$ cat src/hdl/tsti_pkg.sv
`default_nettype none

package tsti_pkg;

    // Letter heads: A..Z then a..z
    localparam int LETTER_COUNT = 52;
    localparam int SLOT_W       = 6;
    localparam int SYM_W        = 8;

    // Character codes
    localparam logic [SYM_W-1:0] END_MARK  = 8'h2A;
    localparam logic [SYM_W-1:0] UPPER_A   = 8'h41;
    localparam logic [SYM_W-1:0] UPPER_Z   = 8'h5A;
    localparam logic [SYM_W-1:0] LOWER_A   = 8'h61;
    localparam logic [SYM_W-1:0] LOWER_Z   = 8'h7A;
    localparam logic [SYM_W-1:0] LOWER_GAP = 8'd6;

    // Opcode of an input beat
    localparam logic OP_END = 1'b1;

    // Result status codes
    localparam logic [1:0] ST_INSERTED = 2'd0;
    localparam logic [1:0] ST_PRESENT  = 2'd1;
    localparam logic [1:0] ST_FULL     = 2'd2;
    localparam logic [1:0] ST_BADFIRST = 2'd3;

    // Walk modes of the current word
    localparam logic [1:0] MODE_FIRST   = 2'd0;
    localparam logic [1:0] MODE_MATCH   = 2'd1;
    localparam logic [1:0] MODE_APPEND  = 2'd2;
    localparam logic [1:0] MODE_DISCARD = 2'd3;

    // Queue between front and back
    localparam int QUEUE_DEPTH = 2;
    localparam int QPTR_W      = $clog2(QUEUE_DEPTH);
    localparam int QCNT_W      = $clog2(QUEUE_DEPTH + 1);

    // Classified item
    typedef struct packed {
        logic              is_end;
        logic [SYM_W-1:0]  sym;
        logic              slot_ok;
        logic [SLOT_W-1:0] slot;
    } item_t;

    // Head of the queue as seen by the back end
    typedef struct packed {
        logic  valid;
        item_t item;
    } qbeat_t;

endpackage

`default_nettype wire

$ cat src/hdl/tsti_queue.sv
`default_nettype none

module tsti_queue (
    input  logic              clk,
    input  logic              rst_n,
    input  logic              push_valid,
    input  tsti_pkg::item_t   push_item,
    output logic              push_full,
    output tsti_pkg::qbeat_t  q_beat,
    input  logic              pop
);

    tsti_pkg::item_t                 slot_reg [tsti_pkg::QUEUE_DEPTH];
    logic [tsti_pkg::QPTR_W-1:0]     wr_ptr_reg;
    logic [tsti_pkg::QPTR_W-1:0]     wr_ptr_next;
    logic [tsti_pkg::QPTR_W-1:0]     rd_ptr_reg;
    logic [tsti_pkg::QPTR_W-1:0]     rd_ptr_next;
    logic [tsti_pkg::QCNT_W-1:0]     count_reg;
    logic [tsti_pkg::QCNT_W-1:0]     count_next;
    logic                            do_push;
    logic                            do_pop;

    assign push_full    = (count_reg == tsti_pkg::QCNT_W'(tsti_pkg::QUEUE_DEPTH));
    assign do_push      = push_valid && !push_full;
    assign do_pop       = pop && (count_reg != '0);
    assign q_beat.valid = (count_reg != '0);
    assign q_beat.item  = slot_reg[rd_ptr_reg];

    // Advance pointers with wrap, track fill level
    always_comb
    begin
        wr_ptr_next = wr_ptr_reg;
        rd_ptr_next = rd_ptr_reg;
        if (do_push)
        begin
            wr_ptr_next = (wr_ptr_reg == tsti_pkg::QPTR_W'(tsti_pkg::QUEUE_DEPTH - 1))
                          ? '0 : wr_ptr_reg + tsti_pkg::QPTR_W'(1);
        end
        if (do_pop)
        begin
            rd_ptr_next = (rd_ptr_reg == tsti_pkg::QPTR_W'(tsti_pkg::QUEUE_DEPTH - 1))
                          ? '0 : rd_ptr_reg + tsti_pkg::QPTR_W'(1);
        end
        count_next = count_reg;
        if (do_push && !do_pop)
        begin
            count_next = count_reg + tsti_pkg::QCNT_W'(1);
        end
        else if (do_pop && !do_push)
        begin
            count_next = count_reg - tsti_pkg::QCNT_W'(1);
        end
    end

    always_ff @(posedge clk or negedge rst_n)
    begin
        if (!rst_n)
        begin
            wr_ptr_reg <= '0;
            rd_ptr_reg <= '0;
            count_reg  <= '0;
        end
        else
        begin
            wr_ptr_reg <= wr_ptr_next;
            rd_ptr_reg <= rd_ptr_next;
            count_reg  <= count_next;
        end
    end

    // Store the pushed beat
    always_ff @(posedge clk)
    begin
        if (do_push)
        begin
            slot_reg[wr_ptr_reg] <= push_item;
        end
    end

endmodule

`default_nettype wire

$ cat config.mk
export PLATFORM = sky130hd
export DESIGN_NAME = tsti_queue
export DESIGN_NICKNAME = d
export VERILOG_FILES = /design/src/hdl/tsti_pkg.sv /design/src/hdl/tsti_queue.sv
export SDC_FILE = /design/constraint.sdc
export NUM_CORES = 1
export LEC_CHECK = 0
export BUFFER_PORTS_ARGS = -buffer_cell sky130_fd_sc_hd__clkbuf_2
export CAP_MARGIN = 20
export CORE_MARGIN = 4
export CORE_UTILIZATION = 50
export CTS_CLUSTER_DIAMETER = 40
export DETAILED_ROUTE_END_ITERATION = 8
export HOLD_SLACK_MARGIN = 0.03
export PLACE_DENSITY = 0.76
export SYNTH_ARGS = -nofsm -noshare
export SYNTH_HDL_FRONTEND = slang
export SYNTH_SLANG_ARGS = --single-unit
$ cat constraint.sdc
create_clock -name clk -period 3.15 [get_ports clk]
set_input_delay 0.4725 -clock clk [delete_from_list [all_inputs] [get_ports clk]]
set_output_delay 0.4725 -clock clk [all_outputs]
set_load 0.02 [all_outputs]
==> reports/metrics.cfg <==
[status]
status=complete, no violations

[synth]
synth_top_family_by_area=multiplexers
synth.area.mux_share=0.152
synth_warnings=0
ys_seq_area_frac=0.754
synth_fp_nets=90
synth_seq_cells=36
yosys.area_share.simple=0.0258
synth-xor-area-share=0.0311
synth-adder-area-share=0.00890
syn_area_sq_um=1410
synth_compound_area_frac=0
postSynthCellCount=69
ys_types=16
syn_area_per_cell_sq_um=20.4

[route]
totalWireLength_mm=2.12
drt-initial-drc-count=23
dr.pass1.iters=4
via_per_inst=4.91
ant_nets=0
post-route-drc-count=0
wl_per_cell_microns=14.7
num_vias=707

[sta]
worst_hold_slack_ns=0.324
slew_headroom=0.428
setup_ws_ns=0.861
max_slew.worst_pin.slew_ns=0.858
rsz0062_at_grt=false
clock.fmax_mhz=437
period_share=0.727
skew_ns=0.0135
setup_viol=0
post-route-min-period_ns=2.29
finalMaxSlewViolations=0
setup-tns-final_ns=0
hold_viol=0

[clock_tree]
cts_tree=done
ctsRootBufferMaster=clkbuf_4
htreeDepth=2
clk_pin_slew_worst_paths_ns=0.11
cts-resized-gates=0
hold_buffers=1
cts.sinks=36
numCtsBuffers=5
clock_latency_ns=0.33
postCtsSetupBuffers=0
cts_max_path_buffers=2

[critical_path]
r2r-end=slot_reg[0][7]
path_class=reg2out
crit_fanout=17
critPathArrivalTime_ns=1.82
worstSetupStartpointType=register
cp.required_ns=2.68
startpoint=rd_ptr_reg
cp-end-kind=output pin
endpoint=q_beat[0]
reg2reg_slack_ns=1.47
reg2reg_from=count_reg[0]
reg2regPathDepth=4

[placement]
place_inst=135
port_buffers=37
gp_congestion=0.654
dp_slack_ns=1.20
placed_cell_area_sq_um=1610
dp_hpwl_mm=1.55

[pwr]
p_clk_frac=0.201
p_leak_nw=0.713
p_int_mw=1.11
total_power_mw=1.64
vdd_drop_max_mv=0.574
switchingPower_uw=530
switching_share=0.324
p_comb_frac=0.342
pwr-share-seq=0.458
power_density_nw_per_um2=964

[cells_and_area]
layout_commonest_cell=clkbuf_2
layout_common_cells=clkbuf_2, edfxtp_1, mux2_4
fin_cells=144
layout.nets=134
area_growth_pct=20.9
diodes=0
fin_area_sq_um=1700
utilization=0.662
largest_register_ffs=32
drive_gt1_frac=0.544

[floorplanning]
std_cell_rows=18
initial_core_util=0.548
die_w_microns=61.0
core_area_sq_um=2570
pin_count=38
dieArea_sq_um=3730
die_h_microns=61.0

[hold_path]
hold_class=in2reg
holdPathStages=1

[global_route]
grt_max_degree=18
grt_pass1_vias=719
grt_pass1_wl_mm=3.25
antenna_found_initial=0
globalRouteOverflowTotal=0
grtUsageTotal=0.129

[run]
cap_violations=0

[power by group through the flow]
stage / Combinational [mW] / Sequential [mW] / Clock [mW]
finish: 0.560 / 0.750 / 0.329
global route: 0.601 / 0.766 / 0.358
CTS: 0.573 / 0.753 / 0.338
detailed placement: 0.570 / 0.764 / 0
global placement: 0.560 / 0.754 / 0
floorplan: 0.494 / 0.702 / 0
[metal layers]
layer,share of wire,global-route usage,vias up
met5,0,0,-
met1,0.40,0.138,330
li1,-,-,348
met2,0.52,0.210,23
met4,0.023,0.0743,0
met3,0.066,0.0587,6
[cell type report]
cell class	instances	area, sq um
sequential	36	1060
fill	184	867
multi-input combinational	29	307
timing repair buffer	39	203
clock buffer	6	51.3
tap	30	37.5
clock inverter	2	33.8
inverter	2	7.51
[critical path: stages, from the launching register on]
cell and delay, ns:
dfrtp_1 0.92, mux2_2 0.41, clkbuf_2 0.15
[cell families (layout without fill, tap and decap cells)]
logic type	Yosys count	count (layout)
mux	16	16
buf+inv	4	49
simple gates	7	7
xor+xnor	5	5
fa+ha+maj	1	1
flops	36	36
[synth_stat cells]
cell type / count / area [sq um]
buf_6: 1 / 11.3
or2_1: 1 / 6.26
dfrtp_1: 4 / 100
xnor2_1: 3 / 26.3
xor2_1: 2 / 17.5
and3_1: 1 / 6.26
nand2_1: 1 / 3.75
edfxtp_1: 32 / 961
mux2_4: 9 / 135
inv_1: 2 / 7.51
mux2_2: 7 / 78.8
nand2b_1: 1 / 6.26
buf_12: 1 / 20.0
ha_1: 1 / 12.5
nor2_1: 2 / 7.51
nand2_2: 1 / 6.26
[worst min-delay path by stage]
stage                   from              end  slack, ns
6_report       push_item[15]  slot_reg[1][15]       0.32
5_1_grt        push_item[11]  slot_reg[1][11]       0.30
4_1_cts        push_item[15]  slot_reg[1][15]       0.30
3_5_place_dp           rst_n     count_reg[1]       0.29
3_3_place_gp           rst_n     count_reg[0]       0.29
2_1_floorplan          rst_n     count_reg[0]       0.18
(Power assumes the default switching activity.)
