## src/hdl/tsti_pkg.sv

```systemverilog
`default_nettype none

package tsti_pkg;

    // Letter heads: A..Z then a..z
    localparam int LETTER_COUNT = 52;
    localparam int SLOT_W       = 6;
    localparam int SYM_W        = 8;

    // Character codes
    localparam logic [SYM_W-1:0] END_MARK  = 8'h2A;
    localparam logic [SYM_W-1:0] UPPER_A   = 8'h41;
    localparam logic [SYM_W-1:0] UPPER_Z   = 8'h5A;
    localparam logic [SYM_W-1:0] LOWER_A   = 8'h61;
    localparam logic [SYM_W-1:0] LOWER_Z   = 8'h7A;
    localparam logic [SYM_W-1:0] LOWER_GAP = 8'd6;

    // Opcode of an input beat
    localparam logic OP_END = 1'b1;

    // Result status codes
    localparam logic [1:0] ST_INSERTED = 2'd0;
    localparam logic [1:0] ST_PRESENT  = 2'd1;
    localparam logic [1:0] ST_FULL     = 2'd2;
    localparam logic [1:0] ST_BADFIRST = 2'd3;

    // Walk modes of the current word
    localparam logic [1:0] MODE_FIRST   = 2'd0;
    localparam logic [1:0] MODE_MATCH   = 2'd1;
    localparam logic [1:0] MODE_APPEND  = 2'd2;
    localparam logic [1:0] MODE_DISCARD = 2'd3;

    // Queue between front and back
    localparam int QUEUE_DEPTH = 2;
    localparam int QPTR_W      = $clog2(QUEUE_DEPTH);
    localparam int QCNT_W      = $clog2(QUEUE_DEPTH + 1);

    // Classified item
    typedef struct packed {
        logic              is_end;
        logic [SYM_W-1:0]  sym;
        logic              slot_ok;
        logic [SLOT_W-1:0] slot;
    } item_t;

    // Head of the queue as seen by the back end
    typedef struct packed {
        logic  valid;
        item_t item;
    } qbeat_t;

endpackage

`default_nettype wire

```

## src/hdl/tsti_front.sv

```systemverilog
`default_nettype none

module tsti_front (
    input  logic                         clk,
    input  logic                         rst_n,
    input  logic                         in_valid,
    output logic                         in_stall,
    input  logic                         opcode,
    input  logic [tsti_pkg::SYM_W-1:0]   char_code,
    output logic                         push_valid,
    output tsti_pkg::item_t              push_item,
    input  logic                         push_full
);

    logic                         valid_reg;
    logic                         valid_next;
    tsti_pkg::item_t              item_reg;
    tsti_pkg::item_t              item_cls;
    logic                         is_upper;
    logic                         is_lower;
    logic [tsti_pkg::SYM_W-1:0]   ofs;
    logic                         load;
    logic                         accept;

    // Classify the incoming beat: end mark, letter slot
    always_comb
    begin
        is_upper = (char_code >= tsti_pkg::UPPER_A) && (char_code <= tsti_pkg::UPPER_Z);
        is_lower = (char_code >= tsti_pkg::LOWER_A) && (char_code <= tsti_pkg::LOWER_Z);
        ofs      = char_code - tsti_pkg::UPPER_A;
        item_cls.is_end  = (opcode == tsti_pkg::OP_END);
        item_cls.sym     = item_cls.is_end ? tsti_pkg::END_MARK : char_code;
        item_cls.slot_ok = is_upper || is_lower;
        item_cls.slot    = is_upper ? tsti_pkg::SLOT_W'(ofs)
                                    : tsti_pkg::SLOT_W'(ofs - tsti_pkg::LOWER_GAP);
    end

    // Take a new beat whenever the holding register is empty or drains
    assign load       = !valid_reg || !push_full;
    assign in_stall   = !load;
    assign accept     = in_valid && load;
    assign valid_next = load ? in_valid : valid_reg;
    assign push_valid = valid_reg;
    assign push_item  = item_reg;

    always_ff @(posedge clk or negedge rst_n)
    begin
        if (!rst_n)
        begin
            valid_reg <= 1'b0;
        end
        else
        begin
            valid_reg <= valid_next;
        end
    end

    // Hold the classified beat
    always_ff @(posedge clk)
    begin
        if (accept)
        begin
            item_reg <= item_cls;
        end
    end

endmodule

`default_nettype wire

```

## config.mk

```make
export PLATFORM = sky130hd
export DESIGN_NAME = tsti_front
export DESIGN_NICKNAME = d
export VERILOG_FILES = /design/src/hdl/tsti_pkg.sv /design/src/hdl/tsti_front.sv
export SDC_FILE = /design/constraint.sdc
export NUM_CORES = 1
export LEC_CHECK = 0
export BUFFER_PORTS_ARGS = -buffer_cell sky130_fd_sc_hd__buf_4
export CORE_MARGIN = 4
export CORE_UTILIZATION = 30
export CTS_BUF_LIST = sky130_fd_sc_hd__clkbuf_16
export CTS_CLUSTER_DIAMETER = 100
export CTS_CLUSTER_SIZE = 14
export DETAILED_ROUTE_END_ITERATION = 10
export PLACE_DENSITY_LB_ADDON = 0.1
export RECOVER_POWER = 50
export SLEW_MARGIN = 20
export SYNTH_ARGS = -nofsm -noshare
export SYNTH_HDL_FRONTEND = slang
export SYNTH_SLANG_ARGS = --single-unit
```

## constraint.sdc

```tcl
create_clock -name clk -period 2.4 [get_ports clk]
set_input_delay 0.6 -clock clk [delete_from_list [all_inputs] [get_ports clk]]
set_output_delay 0.6 -clock clk [all_outputs]
set_load 0.05 [all_outputs]
```

==> metrics.txt <==
Synth cell types 35; RSZ-0062 raised after global routing false; GRT Total Usage 9.54%; Fmax 0.481 GHz; CTS Buffer Depth 2; Core ar. 3100 um2; TritonCTS buffer count 3; relative slew slack 44.4%; Pleak 0.521 nW; WL per Instance 11.5 um; post-route clock skew 1.87 ps; # port buffers 30; CP max FO 5; final setup violation count 0; post-CTS sizing 0; gpl congestion 0.731; Core Util, Final 42.3%; fin area 1310 um2; Synth Cell Area 991 um2; GR Util met2 13.9%; Via density 4.37; critical path class input port to flip-flop; vias in the first global route 670; TritonCTS clock tree yes; Final Hold Viols 0; Final period util 86.6%; DRT Pass-1 Iters 2; max-slew violation count 0; Post-CTS Setup Repair Bufs 0; FF-to-FF End push_item[10]; Nets 132; area grow syn2layout 32.4%; fin crit period 2080 ps; CTS H-tree lvls 1; row cnt 20; placed inst area 1240 um2; DR iter-0 viols 7; register area share after synthesis 51.0%; Slew @ Worst Pin 834 ps; initial antenna violation count 0; HP Class input port to asynchronous set/reset pin; total global routing overflow 0; antenna viol nets, final 0; DP HPWL 1440 um; yosys warns 0; clk sinks 17; DRC Markers 0; share of cells above drive strength 1 38.6%; share of the synthesized area in the top cell type 48.5%; final worst slack 322 ps; mean area per synthesized cell 11.9 um2; Area contributors post-synth edfxtp_1 (48%), xnor2_1 (5.3%), ha_1 (5.1%); die area 4290 um2; Die Ht 65.5 um; Worst EP arrival 2070 ps; Clock Latency Late Sink 250 ps; r2r worst-path depth 3; cell taking the most area after synthesis edfxtp_1; Die W 65.5 um; met1 Track Usage GR 11.6%; VDD IR-drop max 0.219 mV; Total Wirelength 1820 um; Setup WS pre-CTS 113 ps; crit path launch type input port; number of diodes 0; # IOs 31; Initial Utilization 31.9%; vias 690; Worst Setup End Kind flip-flop; Final TNS setup 0 ps; internal reg-to-reg setup slack 720 ps; R2R Path Start push_valid; clock slew at reported path FFs 50 ps; gr busiest metal met2; flops & latches, synth 17; syn nets 100; first-pass GRT wire length 2970 um; Crit path required time 2400 ps; fillcell total 329; largest net degree at the start of global routing 17; max-cap viol count 0; hold buffer count at CTS 0; Root Buffer clkbuf_16; Syn Inst Count 83; PwrDens 683 nW/um2; status finished, final reports clean; met3 Track Usage GR 3.25%
==> worst max-delay path by stage <==
stage | from | to | slack [ps] | depth (start not counted)
finish | char_code[0] | push_item[2] | 320 | 7
global route | char_code[0] | push_item[2] | 240 | 7
CTS | char_code[0] | push_item[2] | 380 | 7
detailed placement | char_code[0] | push_item[2] | 110 | 7
global placement | char_code[0] | push_item[2] | 170 | 7
floorplan | push_valid | push_item[0] | 210 | 2
==> placed cells by master (no fill, tap or decap) <==
cell type / n
a21oi_2: 1
and2_0: 1
clkbuf_1: 3
a31oi_1: 1
nand3_1: 2
o21a_1: 2
dfrtp_1: 1
inv_1: 6
nor2_1: 7
xnor2_1: 6
nor4b_1: 1
and3b_4: 1
nor3_4: 1
clkinv_2: 1
o21ai_0: 2
o211ai_1: 1
o32a_2: 1
or2_1: 1
a21oi_1: 2
edfxtp_1: 16
nor3b_4: 1
xor2_1: 1
nor4_2: 1
clkbuf_16: 3
or2_2: 4
ha_1: 4
mux2i_1: 1
a221oi_1: 1
mux2_4: 1
o22ai_1: 1
clkbuf_4: 2
buf_4: 26
nand2b_1: 2
nand2_1: 3
nor2b_1: 4
a21o_1: 1
and2b_2: 1
==> kinds of logic (layout without fill, tap and decap cells) <==
family | count (synthesis) | in the layout | synth area share, %
and+or+nand+nor | 30 | 30 | 20.2
DFF | 17 | 17 | 51.0
AOI/OAI and AO/OA | 13 | 13 | 9.22
buffers and inverters | 10 | 41 | 5.81
xor gates and xnor gates | 7 | 7 | 6.19
adders and majority gates | 4 | 4 | 5.05
muxes | 2 | 2 | 2.52
==> cell usage after synthesis (all sizes together) <==
master / instances
edfxtp: 16
nor2: 7
inv: 6
xnor2: 6
or2: 5
buf: 4
ha: 4
nor2b: 4
a21oi: 3
nand2: 3
nand2b: 2
nand3: 2
o21a: 2
o21ai: 2
a21o: 1
a221oi: 1
a31oi: 1
and2: 1
and2b: 1
and3b: 1
dfrtp: 1
mux2: 1
mux2i: 1
nor3: 1
nor3b: 1
nor4: 1
nor4b: 1
o211ai: 1
o22ai: 1
o32a: 1
xor2: 1
==> layer usage <==
| layer | up-vias | wire (um) |
|---|---|---|
| met3 | 4 | 118 |
| met2 | 21 | 801 |
| met1 | 311 | 848 |
| met4 | 0 | 51 |
| li1 | 354 | - |
| met5 | - | 0 |
==> per-stage QoR <==
step / instances / power, mW / hold WS, ps
floorplan: 83 / 0.516 / 304
global placement: 154 / 0.578 / 375
CTS: 158 / 0.912 / 111
detailed placement: 154 / 0.578 / 377
finish: 158 / 0.897 / 137
global route: 158 / 0.938 / 129
==> where the power goes <==
part	total [mW]	leakage [nW]	switching, mW	internal [mW]
registers	0.357	0.163	0.00472	0.352
logic	0.211	0.318	0.135	0.0759
clock network	0.329	0.0409	0.107	0.223
total	0.897	0.521	0.246	0.651
==> worst max-delay path, stage by stage <==
cell,delay (ps)
clkbuf_1,180
inv_1,130
ha_1,280
nor3b_4,190
a21oi_2,140
and3b_4,260
mux2_4,300
==> registers in the layout, indices dropped and copies added, names as in the netlist <==
register,count
push_item,16
push_valid,1
==> final cells by class <==
| type | count | area [um2] | share of cell area, % |
|---|---|---|---|
| Sequential cell | 17 | 505 | 38.5 |
| Inverter | 6 | 22.5 | 1.72 |
| Multi-Input combinational cell | 56 | 428 | 32.6 |
| Clock inverter | 1 | 5.00 | 0.381 |
| Tap cell | 44 | 55.1 | 4.19 |
| Timing Repair Buffer | 31 | 221 | 16.9 |
| Clock buffer | 3 | 75.1 | 5.72 |
Note: power is estimated with default switching activity, not from simulation.
